<file path="src/plc_pkg.sv">
// Shared types, constants and helpers for the polar circle rasterizer.
// Used by the controller, the datapath and the divider; depends on nothing.
package plc_pkg;

    localparam int COORD_BITS       = 12;
    localparam int PIX_BITS         = COORD_BITS + 2;
    localparam int RAD_W            = 16;
    localparam int RADIUS_FRAC_BITS = 4;
    localparam int ANGLE_FRAC_BITS  = 30;
    localparam int POINT_FRAC_BITS  = 14 + RADIUS_FRAC_BITS;
    localparam int OFS_W            = 32 - POINT_FRAC_BITS + 1;
    localparam int FRAC_W           = ANGLE_FRAC_BITS + 1;
    localparam int DIV_W            = ANGLE_FRAC_BITS + RADIUS_FRAC_BITS + 1;
    localparam int DIVR_W           = RAD_W;
    localparam int COLOR_W          = 24;
    localparam int COS_TERMS        = 6;
    localparam int SIN_TERMS        = 5;

    localparam logic REQ_START   = 1'b0;
    localparam logic REQ_ADVANCE = 1'b1;

    typedef enum logic [4:0] {
        OP_NONE,
        OP_LOAD,
        OP_ZERO_PT,
        OP_DIV_T,
        OP_T_LOAD,
        OP_MUL_TT,
        OP_T2_LOAD,
        OP_MUL_TERM,
        OP_DIV_TERM,
        OP_TERM_ACC,
        OP_COS_STORE,
        OP_SIN_STORE,
        OP_ROT_XC,
        OP_ROT_YS,
        OP_ROT_YC,
        OP_ROT_XS,
        OP_ROT_END,
        OP_ROT_ROUND
    } t_dp_op;

    typedef struct packed {
        t_dp_op     op;
        logic [2:0] k;
        logic       sin_phase;
        logic [2:0] idx;
    } t_dp_cmd;

    typedef struct packed {
        logic req_adv;
        logic rad_zero;
        logic div_busy;
        logic arc_done;
    } t_dp_status;

    typedef struct packed {
        logic [2:0]  pre;
        logic [5:0]  post;
        logic [31:0] mult;
    } t_term_recip;

    // Series term divisors are split into a power of two and an odd factor.
    // The odd factor is divided by a rounded-up reciprocal, exact for the
    // 30-bit dividends that remain after the power-of-two shift.
    function automatic t_term_recip term_recip(input logic sin_phase,
                                               input logic [2:0] k);
        t_term_recip r;
        begin
            r.pre  = 3'd1;
            r.post = 6'd30;
            r.mult = 32'(64'd1 << 30);
            unique case ({sin_phase, k})
                {1'b0, 3'd1}: begin
                    r.pre = 3'd1; r.post = 6'd30; r.mult = 32'(64'd1 << 30);
                end
                {1'b0, 3'd2}: begin
                    r.pre = 3'd2; r.post = 6'd32;
                    r.mult = 32'(((64'd1 << 32) + 64'd2) / 64'd3);
                end
                {1'b0, 3'd3}: begin
                    r.pre = 3'd1; r.post = 6'd34;
                    r.mult = 32'(((64'd1 << 34) + 64'd14) / 64'd15);
                end
                {1'b0, 3'd4}: begin
                    r.pre = 3'd3; r.post = 6'd33;
                    r.mult = 32'(((64'd1 << 33) + 64'd6) / 64'd7);
                end
                {1'b0, 3'd5}: begin
                    r.pre = 3'd1; r.post = 6'd36;
                    r.mult = 32'(((64'd1 << 36) + 64'd44) / 64'd45);
                end
                {1'b0, 3'd6}: begin
                    r.pre = 3'd2; r.post = 6'd36;
                    r.mult = 32'(((64'd1 << 36) + 64'd32) / 64'd33);
                end
                {1'b1, 3'd1}: begin
                    r.pre = 3'd1; r.post = 6'd32;
                    r.mult = 32'(((64'd1 << 32) + 64'd2) / 64'd3);
                end
                {1'b1, 3'd2}: begin
                    r.pre = 3'd2; r.post = 6'd33;
                    r.mult = 32'(((64'd1 << 33) + 64'd4) / 64'd5);
                end
                {1'b1, 3'd3}: begin
                    r.pre = 3'd1; r.post = 6'd35;
                    r.mult = 32'(((64'd1 << 35) + 64'd20) / 64'd21);
                end
                {1'b1, 3'd4}: begin
                    r.pre = 3'd3; r.post = 6'd34;
                    r.mult = 32'(((64'd1 << 34) + 64'd8) / 64'd9);
                end
                {1'b1, 3'd5}: begin
                    r.pre = 3'd1; r.post = 6'd36;
                    r.mult = 32'(((64'd1 << 36) + 64'd54) / 64'd55);
                end
                default: begin
                    r.pre = 3'd1; r.post = 6'd30; r.mult = 32'(64'd1 << 30);
                end
            endcase
            term_recip = r;
        end
    endfunction

endpackage

</file>
<file path="src/polar_circle_rasterizer.sv">
// Top level of the polar circle rasterizer.
// Depends on plc_pkg, plc_ctrl and plc_datapath.
//
// Each request on the slave stream either starts a circle (tuser 0) or
// advances it one rotation step (tuser 1). A start computes 1/r by a serial
// divider and then cosine and sine by an eleven-term series, each term two
// multiplies on the shared multiplier, the second by a constant reciprocal.
// The master stream then carries eight symmetric pixels, one per cycle while
// the receiver is ready, tlast on the eighth; tuser is set on the eighth pixel
// of the request that completes the circle.
// A start runs the divider for 1/r and then the series terms. An advance runs
// the rotation on the shared multiplier, then the output. An advance with no
// circle active produces no pixels and the block returns to idle.
// One request is handled at a time: tready is high only while the block is idle.
// When the receiver stalls, the current pixel holds until it is taken.
// Reset returns to idle with no circle active and the color set to red.
// The color register may be written only while the block is idle.
module polar_circle_rasterizer (
    input  logic        i_clk,
    input  logic        i_rst_n,
    input  logic        i_s_axis_tvalid,
    output logic        o_s_axis_tready,
    input  logic [39:0] i_s_axis_tdata,  // center_x[11:0], center_y[23:12], radius[39:24]
    input  logic        i_s_axis_tuser,  // req_type
    output logic        o_m_axis_tvalid,
    input  logic        i_m_axis_tready,
    output logic [55:0] o_m_axis_tdata,  // pixel_x[13:0], pixel_y[27:14], color[51:28], zero pad
    output logic        o_m_axis_tlast,
    output logic        o_m_axis_tuser,  // circle_done
    input  logic        i_cfg_wr_en,
    input  logic [23:0] i_cfg_wr_data
);
    import plc_pkg::*;

    t_dp_cmd              cmd;
    t_dp_status           status;
    logic [PIX_BITS-1:0]  pix_x, pix_y;
    logic [COLOR_W-1:0]   color;

    plc_ctrl u_ctrl (
        .i_clk       (i_clk),
        .i_rst_n     (i_rst_n),
        .i_in_valid  (i_s_axis_tvalid),
        .o_in_ready  (o_s_axis_tready),
        .o_out_valid (o_m_axis_tvalid),
        .i_out_ready (i_m_axis_tready),
        .o_out_last  (o_m_axis_tlast),
        .o_out_done  (o_m_axis_tuser),
        .i_status    (status),
        .o_cmd       (cmd)
    );

    plc_datapath u_dp (
        .i_clk         (i_clk),
        .i_rst_n       (i_rst_n),
        .i_cmd         (cmd),
        .i_center_x    (i_s_axis_tdata[11:0]),
        .i_center_y    (i_s_axis_tdata[23:12]),
        .i_radius      (i_s_axis_tdata[39:24]),
        .i_req_type    (i_s_axis_tuser),
        .i_cfg_wr_en   (i_cfg_wr_en),
        .i_cfg_wr_data (i_cfg_wr_data),
        .o_status      (status),
        .o_pixel_x     (pix_x),
        .o_pixel_y     (pix_y),
        .o_color       (color)
    );

    assign o_m_axis_tdata = {4'b0, color, pix_y, pix_x};
endmodule

</file>
<file path="src/plc_div.sv">
// Restoring unsigned divider, one quotient bit per cycle.
// Depends on plc_pkg for its widths.
module plc_div (
    input  logic                        i_clk,
    input  logic                        i_rst_n,
    input  logic                        i_start,
    input  logic [plc_pkg::DIV_W-1:0]   i_dividend,
    input  logic [plc_pkg::DIVR_W-1:0]  i_divisor,
    output logic                        o_busy,
    output logic [plc_pkg::DIV_W-1:0]   o_quotient
);
    import plc_pkg::*;

    localparam int CNT_W = $clog2(DIV_W + 1);

    logic [DIV_W-1:0]  r_dq;
    logic [DIVR_W-1:0] r_rem;
    logic [DIVR_W-1:0] r_dvs;
    logic [CNT_W-1:0]  r_cnt;
    logic              r_busy;
    logic [DIVR_W:0]   rem_sh;
    logic              fits;

    assign rem_sh = {r_rem, r_dq[DIV_W-1]};
    assign fits   = rem_sh >= {1'b0, r_dvs};

    always_ff @(posedge i_clk) begin
        if (!i_rst_n) begin
            r_busy <= 1'b0;
            r_cnt  <= '0;
        end else if (i_start) begin
            r_busy <= 1'b1;
            r_cnt  <= CNT_W'(DIV_W);
            r_dq   <= i_dividend;
            r_rem  <= '0;
            r_dvs  <= i_divisor;
        end else if (r_busy) begin
            r_rem <= fits ? DIVR_W'(rem_sh - {1'b0, r_dvs}) : rem_sh[DIVR_W-1:0];
            r_dq  <= {r_dq[DIV_W-2:0], fits};
            r_cnt <= r_cnt - 1'b1;
            if (r_cnt == CNT_W'(1)) begin
                r_busy <= 1'b0;
            end
        end
    end

    assign o_busy     = r_busy;
    assign o_quotient = r_dq;
endmodule

</file>
<file path="src/plc_datapath.sv">
// Datapath: point and trig registers, shared multiplier, divider, pixel output.
// Depends on plc_pkg and plc_div; driven by commands from plc_ctrl.
module plc_datapath (
    input  logic                          i_clk,
    input  logic                          i_rst_n,
    input  plc_pkg::t_dp_cmd              i_cmd,
    input  logic [plc_pkg::COORD_BITS-1:0] i_center_x,
    input  logic [plc_pkg::COORD_BITS-1:0] i_center_y,
    input  logic [plc_pkg::RAD_W-1:0]     i_radius,
    input  logic                          i_req_type,
    input  logic                          i_cfg_wr_en,
    input  logic [plc_pkg::COLOR_W-1:0]   i_cfg_wr_data,
    output plc_pkg::t_dp_status           o_status,
    output logic [plc_pkg::PIX_BITS-1:0]  o_pixel_x,
    output logic [plc_pkg::PIX_BITS-1:0]  o_pixel_y,
    output logic [plc_pkg::COLOR_W-1:0]   o_color
);
    import plc_pkg::*;

    localparam int A = ANGLE_FRAC_BITS;
    localparam int SUM_W = COORD_BITS + 5;
    localparam int PIX_LO = -(1 << COORD_BITS);
    localparam int PIX_HI = (1 << (COORD_BITS + 1)) - 1;

    logic [COORD_BITS-1:0] r_cx, r_cy;
    logic [RAD_W-1:0]      r_rad;
    logic                  r_req;
    logic [COLOR_W-1:0]    r_color;
    logic [FRAC_W-1:0]     r_t, r_t2, r_term;
    logic [31:0]           r_sum, r_cos, r_sin, r_px, r_py, r_nx;
    logic signed [63:0]    r_prod, r_acc;
    logic signed [OFS_W-1:0] r_a, r_b;

    logic signed [31:0]    mul_a, mul_b;
    logic                  div_start, div_busy;
    logic [DIV_W-1:0]      div_dividend, div_quot;
    logic [DIVR_W-1:0]     div_divisor;
    logic [63:0]           rot_sum, rot_dif;
    logic [32:0]           rnd_x, rnd_y;
    t_term_recip           recip;
    logic [FRAC_W-1:0]     term_q;

    plc_div u_div (
        .i_clk      (i_clk),
        .i_rst_n    (i_rst_n),
        .i_start    (div_start),
        .i_dividend (div_dividend),
        .i_divisor  (div_divisor),
        .o_busy     (div_busy),
        .o_quotient (div_quot)
    );

    assign recip  = term_recip(i_cmd.sin_phase, i_cmd.k);
    assign term_q = FRAC_W'(r_prod >> recip.post);

    always_comb begin
        mul_a = '0;
        mul_b = '0;
        case (i_cmd.op)
            OP_MUL_TT:   begin mul_a = 32'(r_t);    mul_b = 32'(r_t);  end
            OP_MUL_TERM: begin mul_a = 32'(r_term); mul_b = 32'(r_t2); end
            OP_DIV_TERM: begin
                mul_a = 32'(r_prod[A+FRAC_W-1:A] >> recip.pre);
                mul_b = recip.mult;
            end
            OP_ROT_XC:   begin mul_a = r_px; mul_b = r_cos; end
            OP_ROT_YS:   begin mul_a = r_py; mul_b = r_sin; end
            OP_ROT_YC:   begin mul_a = r_py; mul_b = r_cos; end
            OP_ROT_XS:   begin mul_a = r_px; mul_b = r_sin; end
            default:     begin mul_a = '0;   mul_b = '0;    end
        endcase
    end

    assign div_start    = (i_cmd.op == OP_DIV_T);
    assign div_dividend = DIV_W'(1) << (DIV_W - 1);
    assign div_divisor  = r_rad;

    assign rot_sum = r_acc + r_prod;
    assign rot_dif = r_acc - r_prod;
    assign rnd_x   = {r_px[31], r_px} + 33'(1 << (POINT_FRAC_BITS - 1));
    assign rnd_y   = {r_py[31], r_py} + 33'(1 << (POINT_FRAC_BITS - 1));

    always_ff @(posedge i_clk) begin
        if (!i_rst_n) begin
            r_color <= 24'hFF0000;
            r_px    <= '0;
            r_py    <= '0;
            r_cos   <= '0;
            r_sin   <= '0;
            r_cx    <= '0;
            r_cy    <= '0;
        end else begin
            if (i_cfg_wr_en) begin
                r_color <= i_cfg_wr_data;
            end
            r_prod <= mul_a * mul_b;
            case (i_cmd.op)
                OP_LOAD: begin
                    r_req <= i_req_type;
                    if (i_req_type == REQ_START) begin
                        r_cx <= i_center_x;
                        r_cy <= i_center_y;
                        if (i_radius == '0) begin
                            r_rad <= '0;
                        end else if (i_radius < RAD_W'(1 << RADIUS_FRAC_BITS)) begin
                            r_rad <= RAD_W'(1 << RADIUS_FRAC_BITS);
                        end else begin
                            r_rad <= i_radius;
                        end
                    end
                end
                OP_ZERO_PT: begin
                    r_px <= '0;
                    r_py <= '0;
                    r_a  <= '0;
                    r_b  <= '0;
                end
                OP_T_LOAD: begin
                    r_t    <= div_quot[FRAC_W-1:0];
                    r_term <= FRAC_W'(1) << A;
                    r_sum  <= 32'(1) << A;
                end
                OP_T2_LOAD: r_t2 <= r_prod[A+FRAC_W-1:A];
                OP_TERM_ACC: begin
                    r_term <= term_q;
                    r_sum  <= i_cmd.k[0] ? r_sum - 32'(term_q)
                                         : r_sum + 32'(term_q);
                end
                OP_COS_STORE: begin
                    r_cos  <= r_sum;
                    r_term <= r_t;
                    r_sum  <= 32'(r_t);
                end
                OP_SIN_STORE: begin
                    r_sin <= r_sum;
                    r_px  <= '0;
                    r_py  <= 32'(r_rad) << (POINT_FRAC_BITS - RADIUS_FRAC_BITS);
                    r_a   <= '0;
                    r_b   <= OFS_W'(r_rad >> RADIUS_FRAC_BITS);
                end
                OP_ROT_YS: r_acc <= r_prod;
                OP_ROT_YC: r_nx  <= rot_sum[A+31:A];
                OP_ROT_XS: r_acc <= r_prod;
                OP_ROT_END: begin
                    r_px <= r_nx;
                    r_py <= rot_dif[A+31:A];
                end
                OP_ROT_ROUND: begin
                    r_a <= rnd_x[32:POINT_FRAC_BITS];
                    r_b <= rnd_y[32:POINT_FRAC_BITS];
                end
                default: ;
            endcase
        end
    end

    logic signed [OFS_W-1:0] ofs_x, ofs_y, sel_x, sel_y;
    logic signed [SUM_W-1:0] sum_x, sum_y;

    function automatic logic [PIX_BITS-1:0] sat_pix(input logic signed [SUM_W-1:0] v);
        begin
            if (v < PIX_LO) begin
                sat_pix = PIX_BITS'(PIX_LO);
            end else if (v > PIX_HI) begin
                sat_pix = PIX_BITS'(PIX_HI);
            end else begin
                sat_pix = v[PIX_BITS-1:0];
            end
        end
    endfunction

    always_comb begin
        sel_x = i_cmd.idx[2] ? r_b : r_a;
        sel_y = i_cmd.idx[2] ? r_a : r_b;
        ofs_x = i_cmd.idx[1] ? -sel_x : sel_x;
        ofs_y = i_cmd.idx[0] ? -sel_y : sel_y;
        sum_x = $signed({{(SUM_W-COORD_BITS){1'b0}}, r_cx}) + SUM_W'(ofs_x);
        sum_y = $signed({{(SUM_W-COORD_BITS){1'b0}}, r_cy}) + SUM_W'(ofs_y);
    end

    assign o_pixel_x = sat_pix(sum_x);
    assign o_pixel_y = sat_pix(sum_y);
    assign o_color   = r_color;

    assign o_status.req_adv  = r_req;
    assign o_status.rad_zero = (r_rad == '0);
    assign o_status.div_busy = div_busy;
    assign o_status.arc_done = $signed(r_px) >= $signed(r_py);
endmodule

</file>
<file path="src/plc_ctrl.sv">
// Controller: sequences the trig series, the rotation and the eight-pixel output.
// Depends on plc_pkg; drives plc_datapath through a command struct.
module plc_ctrl (
    input  logic                i_clk,
    input  logic                i_rst_n,
    input  logic                i_in_valid,
    output logic                o_in_ready,
    output logic                o_out_valid,
    input  logic                i_out_ready,
    output logic                o_out_last,
    output logic                o_out_done,
    input  plc_pkg::t_dp_status i_status,
    output plc_pkg::t_dp_cmd    o_cmd
);
    import plc_pkg::*;

    typedef enum logic [3:0] {
        S_IDLE, S_DECODE, S_DIVT, S_SQR, S_SQR2, S_TMUL, S_TDIV, S_TWAIT,
        S_TNEXT, S_ROT1, S_ROT2, S_ROT3, S_ROT4, S_ROT5, S_EMIT
    } t_state;

    t_state     r_state, n_state;
    logic [2:0] r_k, n_k, r_idx, n_idx;
    logic       r_sin, n_sin, r_active, n_active, r_done, n_done;

    always_comb begin
        n_state   = r_state;
        n_k       = r_k;
        n_idx     = r_idx;
        n_sin     = r_sin;
        n_active  = r_active;
        n_done    = r_done;
        o_cmd.op        = OP_NONE;
        o_cmd.k         = r_k;
        o_cmd.sin_phase = r_sin;
        o_cmd.idx       = r_idx;
        unique case (r_state)
            S_IDLE: begin
                if (i_in_valid) begin
                    o_cmd.op = OP_LOAD;
                    n_state  = S_DECODE;
                end
            end
            S_DECODE: begin
                if (!i_status.req_adv) begin
                    if (i_status.rad_zero) begin
                        o_cmd.op = OP_ZERO_PT;
                        n_active = 1'b0;
                        n_done   = 1'b1;
                        n_idx    = '0;
                        n_state  = S_EMIT;
                    end else begin
                        o_cmd.op = OP_DIV_T;
                        n_state  = S_DIVT;
                    end
                end else if (r_active) begin
                    o_cmd.op = OP_ROT_XC;
                    n_state  = S_ROT1;
                end else begin
                    n_state = S_IDLE;
                end
            end
            S_DIVT: begin
                if (!i_status.div_busy) begin
                    o_cmd.op = OP_T_LOAD;
                    n_state  = S_SQR;
                end
            end
            S_SQR: begin
                o_cmd.op = OP_MUL_TT;
                n_state  = S_SQR2;
            end
            S_SQR2: begin
                o_cmd.op = OP_T2_LOAD;
                n_k      = 3'd1;
                n_sin    = 1'b0;
                n_state  = S_TMUL;
            end
            S_TMUL: begin
                o_cmd.op = OP_MUL_TERM;
                n_state  = S_TDIV;
            end
            S_TDIV: begin
                o_cmd.op = OP_DIV_TERM;
                n_state  = S_TWAIT;
            end
            S_TWAIT: begin
                if (!i_status.div_busy) begin
                    o_cmd.op = OP_TERM_ACC;
                    n_state  = S_TNEXT;
                end
            end
            S_TNEXT: begin
                if (!r_sin && r_k == 3'(COS_TERMS)) begin
                    o_cmd.op = OP_COS_STORE;
                    n_k      = 3'd1;
                    n_sin    = 1'b1;
                    n_state  = S_TMUL;
                end else if (r_sin && r_k == 3'(SIN_TERMS)) begin
                    o_cmd.op = OP_SIN_STORE;
                    n_active = 1'b1;
                    n_done   = 1'b0;
                    n_idx    = '0;
                    n_state  = S_EMIT;
                end else begin
                    n_k     = r_k + 3'd1;
                    n_state = S_TMUL;
                end
            end
            S_ROT1: begin
                o_cmd.op = OP_ROT_YS;
                n_state  = S_ROT2;
            end
            S_ROT2: begin
                o_cmd.op = OP_ROT_YC;
                n_state  = S_ROT3;
            end
            S_ROT3: begin
                o_cmd.op = OP_ROT_XS;
                n_state  = S_ROT4;
            end
            S_ROT4: begin
                o_cmd.op = OP_ROT_END;
                n_state  = S_ROT5;
            end
            S_ROT5: begin
                o_cmd.op = OP_ROT_ROUND;
                n_done   = i_status.arc_done;
                if (i_status.arc_done) begin
                    n_active = 1'b0;
                end
                n_idx   = '0;
                n_state = S_EMIT;
            end
            S_EMIT: begin
                if (i_out_ready) begin
                    if (r_idx == 3'd7) begin
                        n_state = S_IDLE;
                    end else begin
                        n_idx = r_idx + 3'd1;
                    end
                end
            end
            default: n_state = S_IDLE;
        endcase
    end

    always_ff @(posedge i_clk) begin
        if (!i_rst_n) begin
            r_state  <= S_IDLE;
            r_k      <= '0;
            r_idx    <= '0;
            r_sin    <= 1'b0;
            r_active <= 1'b0;
            r_done   <= 1'b0;
        end else begin
            r_state  <= n_state;
            r_k      <= n_k;
            r_idx    <= n_idx;
            r_sin    <= n_sin;
            r_active <= n_active;
            r_done   <= n_done;
        end
    end

    assign o_in_ready  = (r_state == S_IDLE);
    assign o_out_valid = (r_state == S_EMIT);
    assign o_out_last  = (r_idx == 3'd7);
    assign o_out_done  = r_done && (r_idx == 3'd7);
endmodule
</file>
<file path="config.mk">
export PLATFORM = sky130hd
export DESIGN_NAME = polar_circle_rasterizer
export DESIGN_NICKNAME = d
export VERILOG_FILES = /design/src/plc_pkg.sv /design/src/polar_circle_rasterizer.sv /design/src/plc_div.sv /design/src/plc_datapath.sv /design/src/plc_ctrl.sv
export SDC_FILE = /design/constraint.sdc
export NUM_CORES = 2
export LEC_CHECK = 0
export ABC_AREA = 1
export BUFFER_PORTS_ARGS = -buffer_cell sky130_fd_sc_hd__buf_2
export CAP_MARGIN = 10
export CORE_UTILIZATION = 36
export CTS_CLUSTER_SIZE = 24
export DETAILED_ROUTE_END_ITERATION = 12
export HOLD_SLACK_MARGIN = 0.05
export PLACE_DENSITY = 0.56
export SYNTH_ARGS = -nofsm -noshare
export SYNTH_HDL_FRONTEND = slang
export SYNTH_HIERARCHICAL = 1
export SYNTH_SLANG_ARGS = --single-unit
</file>
<file path="constraint.sdc">
create_clock -name i_clk -period 8.8 [get_ports i_clk]
set_input_delay 0.44 -clock i_clk [delete_from_list [all_inputs] [get_ports i_clk]]
set_output_delay 0.44 -clock i_clk [all_outputs]
set_load 0.05 [all_outputs]
</file>
==> reports/qor.csv <==
metric;value;unit
status;finished with violations;
violated checks;setup timing;
CP required;9.26;ns
hold_ws;0.164;ns
Sw Share;44.0;%
register area share after synthesis;20.0;%
setup tns final;-31.17;ns
worst hold path class;in -> reg;
Synth area leader;fa_1;
CORE AREA;0.218;mm2
Total GRT Usage;28.1;%
Net Sw Power;5.21;mW
Gate power share;44.8;%
WL final;316000;um
vias in the first global route;73500;
worst-margin pin slew;1.05;ns
Nets;12900;
Crit-path slowest cell;fa_1;
Clk pwr share;27.2;%
Inserted Clock Buffers;72;
minimum clock period;9.85;ns
DIE AREA;0.222;mm2
count leader, synth;nand2_1;
min-delay src;i_rst_n;
RSZ-0062 raised after global routing;true;
H-tree level count;3;
Filler cells;21900;
final period utilization;112;%
pre-CTS WS;-1.88;ns
critical path's top delay family;adder cells;
multi-input logic area;0.0550;mm2
Post-DP HPWL;265000;um
antenna violations before repair;8;
worst flop-to-flop path startpoint;u_dp/div_divisor[8];
post-synthesis cell type count;67;
die height;471;um
worst r2r path cells;44;
CTS tree;yes;
clock skew;0.0539;ns
Routed wire per std cell;22.3;um
total gr overflow;0;
Critical Path Max Stage Delay;0.60;ns
final setup violation count;45;
EDFF count, synth;397;
share of layout cells above drive strength 1;16.1;%
Most used DFF post-synth;edfxtp_1;
Leakage Power;48.3;nW
syn avg cell area;7.65;um2
top cells by area, synth;fa_1, edfxtp_1, nand2_1;
Die Width;471;um
Cells after Synth;10300;
io pins;130;
Final GP Congestion;0.992;
via count;72400;
max_slew headroom;29.6;%
fmax;102;MHz
largest net degree at the start of global routing;78;
synth warn;6;
Syn-to-layout area delta;21.7;%
Clock Path Buffers;3;
Hold Fails Final Rpt;0;
Seq pwr share;27.9;%
Startpoint Class;flip-flop;
Max Slew Vio Count;0;
CP Capture Type;flip-flop;
Int Power;6.64;mW
first-pass GRT wire length;467000;um
via/cell ratio;5.10;
clock sink total;593;
Root Driver;clkbuf_16;
synthesized cell area;0.0792;mm2
Critical path buffers and inverters;15;
max-cap violations;0;
cell count of the worst hold path;3;
worst reg2reg path endpoint;u_dp/r_prod[63];
DRC Markers;0;
Worst-Skew Late Latency;0.72;ns
peak fanout along the critical path;11;
FF+latch area;0.0159;mm2
asr flop ratio synth;0;%
Arr. time, crit path;10.30;ns
DR pass1 iterations;8;
worst setup path category;reg -> reg;
setup slack, reg-to-reg;-1.05;ns
Hold Path Sink;u_ctrl/r_idx[0];
Post-synth top cells;nand2_1, inv_1, fa_1;
Max rail drop VDD;0.205;mV
DRT antenna net count;0;
top-area cell type share of the netlist area;27.5;%
final worst slack;-1.05;ns
Clock transition at path regs;0.06;ns
register bit total from synthesis;593;
number of cell rows;171;
PD cells;123;mW/mm2
Initial Utilization;36.4;%
Port Buffer Count;125;
Starting DRT DRC Count;6083;
[power by group through the flow]
| stage | sequential (mW) | combinational [mW] | clock, mW |
|---|---|---|---|
| 3_5_place_dp | 3.36 | 5.05 | 0 |
| 5_1_grt | 3.32 | 5.70 | 3.38 |
| 2_1_floorplan | 3.32 | 3.15 | 0 |
| 4_1_cts | 3.31 | 5.16 | 3.29 |
| 3_3_place_gp | 3.36 | 5.04 | 0 |
| 6_report | 3.31 | 5.31 | 3.23 |
[layout make-up]
class / count / area share, %
clock inverters: 45 / 0.544
well taps: 2854 / 3.71
diodes: 3 / 0.00779
multi-input cells: 7106 / 57.1
flip-flops and latches: 593 / 16.5
clock buffers: 88 / 2.07
inverters: 2273 / 8.94
repair buffers: 1237 / 11.1
[how the worst max path moves through the flow]
stage                         start              end  slack [ns]  depth (start not counted)
3_5_place_dp   u_dp/div_divisor[11]  u_dp/r_prod[62]       -1.88                         40
6_report        u_dp/div_divisor[8]  u_dp/r_prod[63]       -1.05                         44
5_1_grt         u_dp/div_divisor[8]  u_dp/r_prod[63]       -1.39                         42
3_3_place_gp   u_dp/div_divisor[11]  u_dp/r_prod[58]       -1.84                         40
4_1_cts         u_dp/div_divisor[0]  u_dp/r_prod[56]       -1.22                         40
2_1_floorplan         u_ctrl/r_k[1]  u_dp/r_prod[59]       -0.03                         43
[cells by family (layout without fill, tap and decap cells)]
logic type / after synthesis / after routing / share of synthesized area, %
buffers and inverters: 2686 / 3643 / 13.2
and+or+nand+nor: 3987 / 3987 / 20.7
xor gates and xnor gates: 199 / 199 / 2.20
DFF: 593 / 593 / 20.0
other: 3 / 42 / 0.0142
adders and majority gates: 1514 / 1514 / 34.2
AOI/OAI and AO/OA: 1367 / 1367 / 9.66
[through the flow]
step	instances	power, mW	instance area, um2	utilization (%)
global route	14200	12.4	96300	44.2
floorplan	10400	6.47	79600	-
global placement	13900	8.40	90200	41.4
CTS	14100	11.8	94400	43.3
finish	14200	11.9	96300	44.2
detailed placement	13900	8.42	90200	41.4
[worst register-to-register path, delay by kind of cell, from the launching register on]
family	cells	cell delay (ns)
simple gates	12	1.58
flops	1	0.41
xor+xnor	1	0.15
compound gates	7	1.11
buf+inv	15	1.93
fa+ha+maj	9	4.41
[sequential cells by signal (all words and copies together), names as in the netlist, 12 cells and up]
signal / count
u_dp/r_term: 31
u_dp/r_b: 15
u_dp/div_divisor: 16
u_dp/r_a: 15
u_dp/u_div/r_dvs: 16
u_dp/r_px: 32
u_dp/r_sin: 32
u_dp/r_prod: 64
u_dp/u_div/o_quotient: 35
u_dp/r_cy: 12
u_dp/r_t: 31
u_dp/r_cos: 32
u_dp/r_sum: 32
u_dp/r_nx: 32
u_dp/r_t2: 31
u_dp/r_cx: 12
u_dp/r_py: 32
u_dp/u_div/r_rem: 16
u_dp/r_acc: 62
u_dp/o_color: 24
[layout by cell type (no fill, tap or decap), drive strengths merged, types with 4 or more instances in the layout]
cell type	instances
a211oi	18
a21boi	10
a21o	42
a21oi	532
a221oi	36
a22oi	4
a31oi	46
and2	11
and3	11
buf	1167
bufinv	7
clkbuf	93
clkinv	34
clkinvlp	11
conb	39
dfxtp	196
dlygate4sd3	65
edfxtp	397
fa	1086
ha	428
inv	2266
nand2	2460
nand3	479
nand3b	8
nand4	34
nor2	851
nor3	71
nor4	48
o2111ai	4
o211ai	19
o21a	24
o21ai	510
o21bai	30
o221ai	5
o22ai	56
o31ai	12
or2	11
xnor2	60
xor2	139
[timing repair]
item / in CTS / in global routing
gates resized for setup: 207 / 358
hold buffers: 65 / 0
endpoints found under the setup margin: 54 / 51
setup buffers: 8 / 48
pin swaps: 30 / 125
hold endpoints to repair: 65 / 0
gates cloned: 1 / 7
[metal layers]
layer / track usage [%] / up-vias / wire length, um
met4: 10.7 / 2 / 13700
met1: 37.7 / 35900 / 137000
li1: - / 33600 / -
met3: 3.01 / 462 / 18600
met5: 0 / - / 9
met2: 46.5 / 2459 / 147000
No activity file was read; power rests on OpenSTA's default activity.
